**src/rfd_pkg.sv**
```systemverilog
// Shared types and constants for the RLE565 frame decoder.
package rfd_pkg;

   typedef enum logic [1:0] {
      PH_HEADER,
      PH_RUNS,
      PH_DONE,
      PH_ERROR
   } phase_type;

   typedef enum logic [2:0] {
      ST_OK,
      ST_SHORT_HEADER,
      ST_ZERO_SIZE,
      ST_MISMATCH,
      ST_ZERO_RUN,
      ST_OVERRUN,
      ST_TRAILING,
      ST_SHORT_DATA
   } status_type;

   localparam int CsrIdxW = 2;
   localparam logic [CsrIdxW-1:0] CSR_EXP_WIDTH  = 2'd0;
   localparam logic [CsrIdxW-1:0] CSR_EXP_HEIGHT = 2'd1;
   localparam logic [CsrIdxW-1:0] CSR_CHECK_SIZE = 2'd2;

   // quotient of the cursor divide fits in 16 bits, one bit per step
   localparam int DivSteps = 16;
   localparam int DivStepW = $clog2(DivSteps);

   typedef struct packed {
      logic [15:0] exp_width;
      logic [15:0] exp_height;
      logic        check_size;
   } cfg_type;

   typedef struct packed {
      logic        start;
      logic [31:0] dividend;
      logic [15:0] divisor;
   } div_req_type;

   typedef struct packed {
      logic        busy;
      logic        done;
      logic [15:0] quotient;
      logic [15:0] remainder;
   } div_rsp_type;

   typedef struct packed {
      logic        span_valid;
      logic [15:0] span_row;
      logic [15:0] span_col;
      logic [15:0] span_count;
      logic [15:0] span_color;
      logic        frame_done;
      status_type  status;
   } result_type;

endpackage

```
**src/rfd_if.sv**
```systemverilog
// Channel interfaces: byte requests, span results and register writes.
interface rfd_req_if;
   logic       valid;
   logic       ready;
   logic [7:0] data_byte;
   logic       end_of_file;

   modport source (output valid, output data_byte, output end_of_file, input ready);
   modport sink   (input valid, input data_byte, input end_of_file, output ready);
endinterface

interface rfd_rsp_if import rfd_pkg::*; ();
   logic        valid;
   logic        ready;
   logic        span_valid;
   logic [15:0] span_row;
   logic [15:0] span_col;
   logic [15:0] span_count;
   logic [15:0] span_color;
   logic        frame_done;
   status_type  status;

   modport source (output valid, output span_valid, output span_row, output span_col,
                   output span_count, output span_color, output frame_done,
                   output status, input ready);
   modport sink   (input valid, input span_valid, input span_row, input span_col,
                   input span_count, input span_color, input frame_done,
                   input status, output ready);
endinterface

interface rfd_csr_if import rfd_pkg::*; ();
   logic               valid;
   logic               ready;
   logic [CsrIdxW-1:0] index;
   logic [15:0]        data;

   modport source (output valid, output index, output data, input ready);
   modport sink   (input valid, input index, input data, output ready);
endinterface

```
**src/rle565_frame_decoder_top.sv**
```systemverilog
// Top level of the RLE565 frame decoder: registers, parser, cursor divider, result stage.
//
//   channel   dir  handshake          payload
//   req_bus   in   valid/ready        data_byte[7:0], end_of_file
//   rsp_bus   out  valid/ready        span_valid, span_row/col/count/color[15:0],
//                                     frame_done, status[2:0]
//   csr_bus   in   valid/ready (=1)   index[1:0], data[15:0]
//
// One byte request per cycle while the cursor divider is idle. The fourth byte of a
// run record that leaves pixels in the frame, unless it ends the file, starts a
// 16-step serial divide of the remaining pixel index by the width; requests stall
// until the new cursor is loaded.
// Synchronous active-high reset clears the frame state and the registers.
// A held result blocks the next request only while rsp_bus.ready is low.
module rle565_frame_decoder_top import rfd_pkg::*; (
   input logic        clock,
   input logic        reset,
   rfd_req_if.sink    req_bus,
   rfd_rsp_if.source  rsp_bus,
   rfd_csr_if.sink    csr_bus
);

   // configuration registers
   logic [15:0] exp_width_ff, exp_width_in;
   logic [15:0] exp_height_ff, exp_height_in;
   logic        check_size_ff, check_size_in;
   cfg_type     cfg;

   logic        fire;
   div_req_type div_req;
   div_rsp_type div_rsp;
   logic        parse_report;
   result_type  parse_result;

   // result stage
   logic        rsp_valid_ff, rsp_valid_in;
   result_type  rsp_data_ff, rsp_data_in;

   assign csr_bus.ready = 1'b1;

   always_comb begin
      exp_width_in  = exp_width_ff;
      exp_height_in = exp_height_ff;
      check_size_in = check_size_ff;
      if (csr_bus.valid) begin
         case (csr_bus.index)
            CSR_EXP_WIDTH:  exp_width_in  = csr_bus.data;
            CSR_EXP_HEIGHT: exp_height_in = csr_bus.data;
            CSR_CHECK_SIZE: check_size_in = csr_bus.data[0];
            default: ;  // unknown index: ignored
         endcase
      end
   end

   always_ff @(posedge clock) begin
      if (reset) begin
         exp_width_ff  <= 16'd0;
         exp_height_ff <= 16'd0;
         check_size_ff <= 1'b0;
      end else begin
         exp_width_ff  <= exp_width_in;
         exp_height_ff <= exp_height_in;
         check_size_ff <= check_size_in;
      end
   end

   assign cfg.exp_width  = exp_width_ff;
   assign cfg.exp_height = exp_height_ff;
   assign cfg.check_size = check_size_ff;

   // a byte is taken when the divider is idle and the result slot frees up
   assign req_bus.ready = !div_rsp.busy && (!rsp_valid_ff || rsp_bus.ready);
   assign fire          = req_bus.valid && req_bus.ready;

   rfd_parser u_parser (
      .clock       (clock),
      .reset       (reset),
      .fire        (fire),
      .data_byte   (req_bus.data_byte),
      .end_of_file (req_bus.end_of_file),
      .cfg         (cfg),
      .div_rsp     (div_rsp),
      .div_req     (div_req),
      .report      (parse_report),
      .result      (parse_result)
   );

   rfd_divider u_divider (
      .clock   (clock),
      .reset   (reset),
      .div_req (div_req),
      .div_rsp (div_rsp)
   );

   always_comb begin
      rsp_valid_in = rsp_valid_ff;
      rsp_data_in  = rsp_data_ff;
      if (rsp_bus.ready) rsp_valid_in = 1'b0;
      if (parse_report) begin
         rsp_valid_in = 1'b1;
         rsp_data_in  = parse_result;
      end
   end

   always_ff @(posedge clock) begin
      if (reset) rsp_valid_ff <= 1'b0;
      else       rsp_valid_ff <= rsp_valid_in;
   end

   always_ff @(posedge clock) begin
      rsp_data_ff <= rsp_data_in;
   end

   assign rsp_bus.valid      = rsp_valid_ff;
   assign rsp_bus.span_valid = rsp_data_ff.span_valid;
   assign rsp_bus.span_row   = rsp_data_ff.span_row;
   assign rsp_bus.span_col   = rsp_data_ff.span_col;
   assign rsp_bus.span_count = rsp_data_ff.span_count;
   assign rsp_bus.span_color = rsp_data_ff.span_color;
   assign rsp_bus.frame_done = rsp_data_ff.frame_done;
   assign rsp_bus.status     = rsp_data_ff.status;

   // a divide starts only on a byte that emits a span
   assert property (@(posedge clock) disable iff (reset)
      div_req.start |-> (parse_report && parse_result.span_valid))
      else $error("cursor divide started without a span");

   // a span never carries a zero count
   assert property (@(posedge clock) disable iff (reset)
      (rsp_valid_ff && rsp_data_ff.span_valid) |-> (rsp_data_ff.span_count != 16'd0))
      else $error("span with zero count");

   // non-span results carry cleared span fields
   assert property (@(posedge clock) disable iff (reset)
      (rsp_valid_ff && !rsp_data_ff.span_valid) |->
         (rsp_data_ff.span_row == 16'd0 && rsp_data_ff.span_col == 16'd0 &&
          rsp_data_ff.span_count == 16'd0 && rsp_data_ff.span_color == 16'd0))
      else $error("span fields not cleared");

   // a request taken during a divide would be parsed against a stale cursor
   assert property (@(posedge clock) disable iff (reset)
      div_req.start |=> !fire)
      else $error("request accepted while cursor divide runs");

endmodule

```
**src/rfd_divider.sv**
```systemverilog
// Bit-serial restoring divider for the display cursor: one quotient bit per cycle.
module rfd_divider import rfd_pkg::*; (
   input  logic        clock,
   input  logic        reset,
   input  div_req_type div_req,
   output div_rsp_type div_rsp
);

   logic                busy_ff, busy_in;
   logic                done_ff, done_in;
   logic [DivStepW-1:0] step_ff, step_in;
   logic [15:0]         rem_ff, rem_in;
   logic [15:0]         quo_ff, quo_in;   // dividend bits shift out, quotient bits in
   logic [15:0]         dsr_ff, dsr_in;
   logic [16:0]         partial;
   logic [16:0]         trial;

   assign partial = {rem_ff, quo_ff[15]};
   assign trial   = partial - {1'b0, dsr_ff};

   always_comb begin
      busy_in = busy_ff;
      done_in = 1'b0;
      step_in = step_ff;
      rem_in  = rem_ff;
      quo_in  = quo_ff;
      dsr_in  = dsr_ff;
      if (div_req.start) begin
         busy_in = 1'b1;
         step_in = '0;
         // upper half is already below the divisor since the quotient fits 16 bits
         rem_in  = div_req.dividend[31:16];
         quo_in  = div_req.dividend[15:0];
         dsr_in  = div_req.divisor;
      end else if (busy_ff) begin
         if (!trial[16]) begin
            rem_in = trial[15:0];
            quo_in = {quo_ff[14:0], 1'b1};
         end else begin
            rem_in = partial[15:0];
            quo_in = {quo_ff[14:0], 1'b0};
         end
         step_in = step_ff + 1'b1;
         if (step_ff == DivStepW'(DivSteps - 1)) begin
            busy_in = 1'b0;
            done_in = 1'b1;
         end
      end
   end

   always_ff @(posedge clock) begin
      if (reset) begin
         busy_ff <= 1'b0;
         done_ff <= 1'b0;
         step_ff <= '0;
      end else begin
         busy_ff <= busy_in;
         done_ff <= done_in;
         step_ff <= step_in;
      end
   end

   always_ff @(posedge clock) begin
      rem_ff <= rem_in;
      quo_ff <= quo_in;
      dsr_ff <= dsr_in;
   end

   assign div_rsp.busy      = busy_ff | done_ff;
   assign div_rsp.done      = done_ff;
   assign div_rsp.quotient  = quo_ff;
   assign div_rsp.remainder = rem_ff;

endmodule

```
**src/rfd_parser.sv**
```systemverilog
// Byte-level frame parser: header, run records, cursor and error tracking.
module rfd_parser import rfd_pkg::*; (
   input  logic        clock,
   input  logic        reset,
   input  logic        fire,
   input  logic [7:0]  data_byte,
   input  logic        end_of_file,
   input  cfg_type     cfg,
   input  div_rsp_type div_rsp,
   output div_req_type div_req,
   output logic        report,
   output result_type  result
);

   phase_type   phase_ff, phase_in;
   logic [1:0]  pos_ff, pos_in;
   logic [7:0]  low_ff, low_in;
   logic [15:0] width_ff, width_in;
   logic [15:0] count_ff, count_in;
   logic [31:0] left_ff, left_in;
   logic [15:0] row_ff, row_in;
   logic [15:0] col_ff, col_in;
   status_type  err_ff, err_in;

   logic [15:0] word;
   logic [31:0] area;
   logic [32:0] diff;
   logic        over;
   logic [31:0] last_idx;
   logic        hdr_final, hdr_zero, hdr_mismatch, hdr_ok;
   logic        run_final, run_zero, run_span, run_over, run_end;
   logic        trailing;
   logic        raise_any;
   status_type  raise_code;
   phase_type   phase_after;
   status_type  err_after;

   assign word     = {data_byte, low_ff};
   assign area     = {16'd0, width_ff} * {16'd0, word};
   assign diff     = {1'b0, left_ff} - {17'd0, count_ff};
   assign over     = diff[32];
   assign last_idx = left_ff + ~{16'd0, count_ff};   // pixels left after run, minus one

   assign hdr_final    = fire && (phase_ff == PH_HEADER) && (pos_ff == 2'd3);
   assign hdr_zero     = hdr_final && ((width_ff == 16'd0) || (word == 16'd0));
   assign hdr_mismatch = hdr_final && !hdr_zero && cfg.check_size &&
                         ((width_ff != cfg.exp_width) || (word != cfg.exp_height));
   assign hdr_ok       = hdr_final && !hdr_zero && !hdr_mismatch;

   assign run_final = fire && (phase_ff == PH_RUNS) && (pos_ff == 2'd3);
   assign run_zero  = run_final && (count_ff == 16'd0);
   assign run_span  = run_final && (count_ff != 16'd0);
   assign run_over  = run_span && over;
   assign run_end   = run_span && !over && (diff[31:0] == 32'd0);
   assign trailing  = fire && (phase_ff == PH_DONE);

   assign raise_any = hdr_zero || hdr_mismatch || run_zero || run_over || trailing;

   always_comb begin
      raise_code = ST_OK;
      if (hdr_zero)          raise_code = ST_ZERO_SIZE;
      else if (hdr_mismatch) raise_code = ST_MISMATCH;
      else if (run_zero)     raise_code = ST_ZERO_RUN;
      else if (run_over)     raise_code = ST_OVERRUN;
      else if (trailing)     raise_code = ST_TRAILING;
   end

   always_comb begin
      if (raise_any)    phase_after = PH_ERROR;
      else if (hdr_ok)  phase_after = PH_RUNS;
      else if (run_end) phase_after = PH_DONE;
      else              phase_after = phase_ff;
   end

   assign err_after = raise_any ? raise_code : err_ff;

   // next state
   always_comb begin
      phase_in = phase_after;
      pos_in   = pos_ff;
      low_in   = low_ff;
      width_in = width_ff;
      count_in = count_ff;
      left_in  = left_ff;
      row_in   = row_ff;
      col_in   = col_ff;
      err_in   = err_after;
      div_req.start    = 1'b0;
      div_req.dividend = last_idx;
      div_req.divisor  = width_ff;
      if (fire && ((phase_ff == PH_HEADER) || (phase_ff == PH_RUNS))) begin
         case (pos_ff)
            2'd0, 2'd2: begin
               low_in = data_byte;
               pos_in = pos_ff + 2'd1;
            end
            2'd1: begin
               if (phase_ff == PH_HEADER) width_in = word;
               else                       count_in = word;
               pos_in = 2'd2;
            end
            default: begin
               pos_in = 2'd0;
               if (hdr_ok) begin
                  left_in = area;
                  row_in  = word - 16'd1;
                  col_in  = width_ff - 16'd1;
               end
               if (run_span) begin
                  left_in = over ? 32'd0 : diff[31:0];
                  if (!over && !run_end && !end_of_file) begin
                     div_req.start = 1'b1;
                  end
               end
            end
         endcase
      end
      if (div_rsp.done) begin
         row_in = div_rsp.quotient;
         col_in = div_rsp.remainder;
      end
      if (fire && end_of_file) begin
         phase_in = PH_HEADER;
         pos_in   = 2'd0;
         low_in   = 8'd0;
         width_in = 16'd0;
         count_in = 16'd0;
         left_in  = 32'd0;
         row_in   = 16'd0;
         col_in   = 16'd0;
         err_in   = ST_OK;
      end
   end

   // outputs
   always_comb begin
      report = raise_any || run_span || (fire && end_of_file);
      result = '0;
      if (run_span) begin
         result.span_valid = 1'b1;
         result.span_row   = row_ff;
         result.span_col   = col_ff;
         result.span_count = over ? left_ff[15:0] : count_ff;
         result.span_color = word;
      end
      result.frame_done = fire && end_of_file;
      result.status     = raise_code;
      if (fire && end_of_file) begin
         if (err_after != ST_OK) begin
            result.status = err_after;
         end else begin
            case (phase_after)
               PH_HEADER: result.status = ST_SHORT_HEADER;
               PH_RUNS:   result.status = ST_SHORT_DATA;
               default:   result.status = ST_OK;
            endcase
         end
      end
   end

   always_ff @(posedge clock) begin
      if (reset) begin
         phase_ff <= PH_HEADER;
         pos_ff   <= 2'd0;
         low_ff   <= 8'd0;
         width_ff <= 16'd0;
         count_ff <= 16'd0;
         left_ff  <= 32'd0;
         row_ff   <= 16'd0;
         col_ff   <= 16'd0;
         err_ff   <= ST_OK;
      end else begin
         phase_ff <= phase_in;
         pos_ff   <= pos_in;
         low_ff   <= low_in;
         width_ff <= width_in;
         count_ff <= count_in;
         left_ff  <= left_in;
         row_ff   <= row_in;
         col_ff   <= col_in;
         err_ff   <= err_in;
      end
   end

endmodule

```
**src/flat_wrapper.sv**
```systemverilog
// flat-port wrapper written by rule: the top's interface ports become plain ports
module rle565_frame_decoder_top_flat import rfd_pkg::*;
  (clock, reset, req_bus_valid, req_bus_data_byte, req_bus_end_of_file, req_bus_ready, rsp_bus_valid, rsp_bus_span_valid, rsp_bus_span_row, rsp_bus_span_col, rsp_bus_span_count, rsp_bus_span_color, rsp_bus_frame_done, rsp_bus_status, rsp_bus_ready, csr_bus_valid, csr_bus_index, csr_bus_data, csr_bus_ready);
  rfd_req_if req_bus_i ();
  rfd_rsp_if rsp_bus_i ();
  rfd_csr_if csr_bus_i ();
  input logic clock;
  input logic reset;
  input wire logic [$bits(req_bus_i.valid)-1:0] req_bus_valid;
  input wire logic [$bits(req_bus_i.data_byte)-1:0] req_bus_data_byte;
  input wire logic [$bits(req_bus_i.end_of_file)-1:0] req_bus_end_of_file;
  output wire logic [$bits(req_bus_i.ready)-1:0] req_bus_ready;
  output wire logic [$bits(rsp_bus_i.valid)-1:0] rsp_bus_valid;
  output wire logic [$bits(rsp_bus_i.span_valid)-1:0] rsp_bus_span_valid;
  output wire logic [$bits(rsp_bus_i.span_row)-1:0] rsp_bus_span_row;
  output wire logic [$bits(rsp_bus_i.span_col)-1:0] rsp_bus_span_col;
  output wire logic [$bits(rsp_bus_i.span_count)-1:0] rsp_bus_span_count;
  output wire logic [$bits(rsp_bus_i.span_color)-1:0] rsp_bus_span_color;
  output wire logic [$bits(rsp_bus_i.frame_done)-1:0] rsp_bus_frame_done;
  output wire logic [$bits(rsp_bus_i.status)-1:0] rsp_bus_status;
  input wire logic [$bits(rsp_bus_i.ready)-1:0] rsp_bus_ready;
  input wire logic [$bits(csr_bus_i.valid)-1:0] csr_bus_valid;
  input wire logic [$bits(csr_bus_i.index)-1:0] csr_bus_index;
  input wire logic [$bits(csr_bus_i.data)-1:0] csr_bus_data;
  output wire logic [$bits(csr_bus_i.ready)-1:0] csr_bus_ready;
  assign req_bus_i.valid = req_bus_valid;
  assign req_bus_i.data_byte = req_bus_data_byte;
  assign req_bus_i.end_of_file = req_bus_end_of_file;
  assign req_bus_ready = req_bus_i.ready;
  assign rsp_bus_valid = rsp_bus_i.valid;
  assign rsp_bus_span_valid = rsp_bus_i.span_valid;
  assign rsp_bus_span_row = rsp_bus_i.span_row;
  assign rsp_bus_span_col = rsp_bus_i.span_col;
  assign rsp_bus_span_count = rsp_bus_i.span_count;
  assign rsp_bus_span_color = rsp_bus_i.span_color;
  assign rsp_bus_frame_done = rsp_bus_i.frame_done;
  assign rsp_bus_status = rsp_bus_i.status;
  assign rsp_bus_i.ready = rsp_bus_ready;
  assign csr_bus_i.valid = csr_bus_valid;
  assign csr_bus_i.index = csr_bus_index;
  assign csr_bus_i.data = csr_bus_data;
  assign csr_bus_ready = csr_bus_i.ready;
  rle565_frame_decoder_top u_core (.clock(clock), .reset(reset), .req_bus(req_bus_i), .rsp_bus(rsp_bus_i), .csr_bus(csr_bus_i));
endmodule
```
**config.mk**
```make
export PLATFORM = sky130hd
export DESIGN_NAME = rle565_frame_decoder_top_flat
export DESIGN_NICKNAME = d
export VERILOG_FILES = /design/src/rfd_pkg.sv /design/src/rfd_if.sv /design/src/rle565_frame_decoder_top.sv /design/src/rfd_divider.sv /design/src/rfd_parser.sv /design/src/flat_wrapper.sv
export SDC_FILE = /design/constraint.sdc
export NUM_CORES = 1
export LEC_CHECK = 0
export ABC_AREA = 0
export BUFFER_PORTS_ARGS = -buffer_cell sky130_fd_sc_hd__buf_2
export CAP_MARGIN = 20
export CORE_ASPECT_RATIO = 0.8
export CORE_MARGIN = 1.5
export CORE_UTILIZATION = 47
export DETAILED_ROUTE_END_ITERATION = 6
export GPL_TIMING_DRIVEN = 0
export HOLD_SLACK_MARGIN = 0.08
export PLACE_DENSITY = 0.75
export SYNTH_ARGS = -nofsm -noshare
export SYNTH_HDL_FRONTEND = slang
export SYNTH_SLANG_ARGS = --single-unit
```
**constraint.sdc**
```tcl
create_clock -name clock -period 8 [get_ports clock]
set_input_delay 1.6 -clock clock [delete_from_list [all_inputs] [get_ports clock]]
set_output_delay 1.6 -clock clock [all_outputs]
set_load 0.01 [all_outputs]
```
Word level (Yosys, flattened, before mapping). Cells that the tools add are included. W data, S select, Z words.

Add/sub/neg operators: 7. Multipliers: 1. Equality and inequality tests: 12. Multiplexer cells: 42. Bitwise gates (word level): 5. Reduce and logical (&&, ||, !) cells: 66.

Operators by type and width (count): $mux W16 (14); $mux W32 (3); $mux W65 (1); $logic_not A16 Y1 (3); $sub A32 B16 Y33 (1); $add A32 B32 Y32 (1); $logic_not A32 Y1 (1); $mul A16 B16 Y32 (1); $ne A16 B16 Y1 (2); $not A16 Y32 (1); $sub A16 B1 Y16 const B (2); $mux W3 (8); $logic_and A1 B1 Y1 (21); $sub A17 B16 Y17 (1); $reduce_bool A16 Y1 (1); $reduce_and A3 Y1 (4); $mux W1 (11); $logic_or A1 B1 Y1 (10); $reduce_bool A2 Y1 (5); $eq A2 B1 Y1 const B (4); $eq A2 B2 Y1 const B (4); $logic_not A2 Y1 (4); $reduce_and A2 Y1 (4); $logic_not A1 Y1 (7); 12 further kinds (19).

Register bits after elaboration: 268. Output and inout port bits: 72. Word-level logic and storage cells: 159.

Depth between registers and ports, before layout.
Depth after elaboration: 20. Mapped depth: 26.

Hierarchy. A second synthesis with hierarchy kept.

Cells, all modules: 2653. Area, all modules: 23359.9 um^2.

Modules (own cells, without submodules): rfd_parser (times used 1, cells each 2172, area each 16768.6 um^2); rle565_frame_decoder_top (times used 1, cells each 205, area each 3519.6 um^2); rfd_divider (times used 1, cells each 276, area each 3071.7 um^2).

Worst setup path after synthesis. OpenSTA, ideal clock, no wires.

Kind: input-to-reg. Start: in req_bus_data_byte[6]. End: reg u_core.u_parser.left_ff[30]. Data arrival time: 7505 ps. Required time: 7863 ps. Path slack: 358 ps. Cell stages on the path: 23. Buffers on the path: 2. Cells stage by stage: clkbuf_1 clkbuf_1 nand2_1 fa_1 fa_1 inv_1 fa_1 fa_1 fa_1 inv_1 fa_1 inv_1 ha_1 a21oi_1 nor2_1 a211oi_1 o31ai_1 a2bb2oi_1 a221o_1 a211o_1 a21oi_1 mux2i_1 a211oi_1.

Cells in the longest elaborated chain, start to end: 11. Elaborated cells between the ends (all ways): 16.

Ends and longest elaborated chain: start: declaration (RTL line flat_wrapper.sv:10) `input wire logic [$bits(req_bus_i.data_byte)-1:0] req_bus_data_byte;`; branches (longest 11 deep; another with $mul A16 B16 Y32); end signal: assignment (RTL line rfd_parser.sv:178) `left_ff <= left_in;`; end: declaration (RTL line rfd_parser.sv:20) `logic [31:0] left_ff, left_in;`.

Parallel ways; which one is timed is not known. The select of a mux whose other input is x is not followed. A chain may end at the register's enable or synchronous reset.

Worst setup path after layout.
Start: reg u_core.u_parser.width_ff[2]. End: reg u_core.u_parser.left_ff[30].

Cells in the longest elaborated chain, start to end: 11. Elaborated cells between the ends (all ways): 16.

Ends and longest elaborated chain: start: declaration (RTL line rfd_parser.sv:18) `logic [15:0] width_ff, width_in;`; start signal: assignment (RTL line rfd_parser.sv:176) `width_ff <= width_in;`; branches (longest 11 deep; another with $mul A16 B16 Y32).

Parallel ways; which one is timed is not known. The select of a mux whose other input is x is not followed.

==> flow_summary.yaml <==
global_route:
  antenna_found_initial: 2
  grt_pass1_wl_um: 117000
  grt_max_degree: 40
  grt-ovfl-total: 0
  grt_pass1_vias: 19400
  grt.total_usage_pct: 30.7
timing:
  relSlewSlack_pct: 31.0
  max_freq_ghz: 0.127
  fin_crit_ns: 7.85
  hold_viol: 0
  finalSetupViolCount: 0
  fin_worst_skew_ns: 0.0287
  fin_crit_sh_pct: 98.1
  worstMarginPinSlew_ns: 1.03
  final-max-slew-violation-count: 0
  rsz0062_at_grt: "false"
status:
  outcome: "finished clean"
final_layout:
  final_cell_mix: "nand2_1, inv_1, fa_1, nor2_1, a21oi_1"
  fill_cells: 4423
  syn2layout_area_growth_pct: 10.3
  nets: 3088
  fin_util_pct: 52.4
  seqCellArea_sq_mm: 0.00654
  mostFrequentLayoutCell: "nand2_1"
  drive_gt1_share_pct: 7.96
  fin_cells: 3368
  multi_input_area_sq_mm: 0.0147
power_and_ir_drop:
  comb_power_share_pct: 10.1
  p_leak_nw: 11.2
  p_clk_share_pct: 44.1
  ir_worst_vdd_mv: 0.157
  internal_power_mw: 2.34
  p_switching_uw: 843
  power.density_mw_per_mm2: 126
  sw_frac_of_total_pct: 26.5
  seqPwrFrac_pct: 45.9
floorplanning:
  std_cell_rows: 72
  ios: 104
  dieArea_sq_mm: 0.0501
  coreArea_sq_mm: 0.0483
  die_x_um: 250
  start_util_pct: 47.5
  die_height_um: 201
yosys:
  synth_nets: 2957
  yosys.area_share.simple_pct: 18.6
  ys.flop_type: "dfxtp_1"
  synth_top_family_by_area: "adder cells"
  synthCells: 2584
  synthMuxAreaShare_pct: 4.04
  synthAdderAreaFrac_pct: 25.1
  synth_area_sq_mm: 0.0229
  ys_ff_latch: 268
  syn_avg_cell_area_sq_um: 8.87
  synth_compound_area_share_pct: 10.6
  seq_area_frac_synth_pct: 28.5
  yosysUniqueCellTypes: 82
  synth_xor_area_share_pct: 5.73
  synth_warnings: 0
  synth_edf_count: 117
  async_flop_share_pct: 0
route:
  routedWlPerCell_um: 22.9
  wirelength_met1_um: 32900
  vias: 19700
  drcViolationCount: 0
  wl_um: 77000
  top_layer: "met5"
  ant_nets: 0
  drt_first_iter_violations: 2285
  via_per_inst: 5.83
  wl_met3_um: 8290
  first_pass_iters: 6
  dr_wl_met2_um: 33100
cts:
  post-cts-setup-buffer-count: 0
  post_cts_resized: 12
  htreeDepth: 1
  cts.sinks: 268
  worst_skew_pair.late_latency_ns: 0.59
  cts_buffer_depth: 3
  root_buffer: "clkbuf_16"
  cts_hold_buf: 0
  cts-buffers-inserted: 29
  cts_tree: "yes"
  cts.clk_slew.worst_paths_ns: 0.07
place:
  port_buffers: 97
  dp_hpwl_um: 60700
  placedCellCount: 3312
  place_congestion: 0.981
run:
  drv_cap: 0
critical_path:
  arrival_ns: 8.26
  crit_slowest_cell: "clkbuf_1"
  worst_setup_path_end_kind: "register"
  critical_path.cell_chain: "clkbuf_1 -> clkbuf_1 -> nand2_1 -> fa_1 -> fa_1 -> inv_1 -> fa_1 -> fa_1 -> fa_1 -> inv_1 -> fa_1 -> inv_1 -> ha_1 -> a21oi_1 -> nor2_1 -> a211oi_1 -> o31ai_1 -> a2bb2oi_1 -> a221o_1 -> a211o_1 -> a21oi_1 -> mux2i_1 -> a211oi_1"
  path_max_fanout: 10
  crit_family: "adder cells"
  worstSetupPathType: "reg -> reg"
  required_ns: 8.42
  worstSetupStartpointType: "register"
  path_common_cell: "fa_1"
  slowest_delay_ns: 0.68
  critical_path_buf_inv_count: 5
worst_hold_path:
  hp-class: "reg -> reg"
worst paths after layout:
path                                            start  slack (ns)                                        to  cells after the start
max          u_core.u_parser.width_ff[2]$_SDFFE_PP0P_        0.15  u_core.u_parser.left_ff[30]$_SDFFE_PP0P_                     23
min           u_core.u_parser.col_ff[14]$_SDFFE_PP0P_        0.45   u_core.u_parser.col_ff[14]$_SDFFE_PP0P_                      2
max reg2reg  u_core.u_parser.width_ff[2]$_SDFFE_PP0P_        0.15  u_core.u_parser.left_ff[30]$_SDFFE_PP0P_                     23
min reg2reg   u_core.u_parser.col_ff[14]$_SDFFE_PP0P_        0.45   u_core.u_parser.col_ff[14]$_SDFFE_PP0P_                      2
cell usage after synthesis, drive strengths merged, types with 19 or more instances:
cell type,number,area (sq um)
a21oi,179,900
a22oi,24,180
and2,162,1010
buf,19,108
clkbuf,143,537
dfxtp,151,3020
edfxtp,117,3510
fa,197,3940
ha,144,1800
inv,282,1060
mux2i,70,701
nand2,363,1360
nand2b,22,138
nand3,22,110
nor2,181,679
nor3,40,205
nor4,29,203
o21ai,66,330
xnor2,75,657
xor2,75,657
worst reg2reg max path, delay by kind of cell, from the launching register on:
family,cells,cell delay (ns)
compound gates,8,1.79
flops,1,0.55
buf+inv,5,1.28
mux,1,0.21
simple gates,2,0.25
fa+ha+maj,7,3.57
cell families after synthesis:
group	Yosys count
other cells	1
fa+ha+maj	341
simple gates	898
compound gates	395
xor+xnor	150
flops	268
buf+inv	445
mux	86
power by group through the flow:
stage	registers [mW]	clock network [mW]	logic [mW]
after detailed placement	1.49	0	0.306
after global placement	1.49	0	0.298
after global routing	1.46	1.46	0.339
after floorplan	1.49	0	0.176
after CTS	1.46	1.40	0.309
final	1.46	1.40	0.320
state kept, by name, indices dropped and copies added (netlist names), 4 cells and up:
signal and flops:
u_core.u_parser.count_ff 16, u_core.exp_height_ff 16, u_core.u_parser.low_ff 8, u_core.u_parser.col_ff 16, u_core.u_parser.width_ff 16, u_core.u_divider.rem_ff 16, u_core.rsp_bus.span_col 16, u_core.rsp_bus.span_row 16
u_core.u_divider.quo_ff 16, u_core.u_divider.dsr_ff 16, u_core.rsp_bus.span_color 16, u_core.exp_width_ff 16, u_core.u_parser.left_ff 32, u_core.u_parser.row_ff 16, u_core.rsp_bus.span_count 16, u_core.u_divider.step_ff 4
stage by stage:
stage / instance area, sq um / setup slack [ns] / power [mW] / hold WS [ns] / TNS, ns
CTS: 25200 / 0.0203 / 3.17 / 0.450 / 0
finish: 25300 / 0.155 / 3.18 / 0.449 / 0
detailed placement: 24300 / -0.849 / 1.79 / 0.442 / -8.16
global route: 25300 / 0.00180 / 3.26 / 0.470 / 0
floorplan: 22900 / 0.358 / 1.67 / 0.406 / 0
global placement: 24200 / -0.774 / 1.79 / 0.441 / -6.46
final cells by class:
cell class / count / share of cell area [%]
multi-input combinational: 1871 / 58.2
sequential: 268 / 25.8
inverter: 283 / 4.20
clock buffer: 40 / 3.12
tap: 629 / 3.11
buffer: 162 / 2.73
timing repair buffer: 100 / 2.14
clock inverter: 14 / 0.702
antenna: 1 / 0.00989
metal layers:
layer,vias to the layer above,global-route usage (%)
met5,-,0
met4,2,9.63
met1,9643,43.7
met2,1070,46.4
met3,162,6.91
li1,8773,-
No activity file was read; power rests on OpenSTA's default activity.
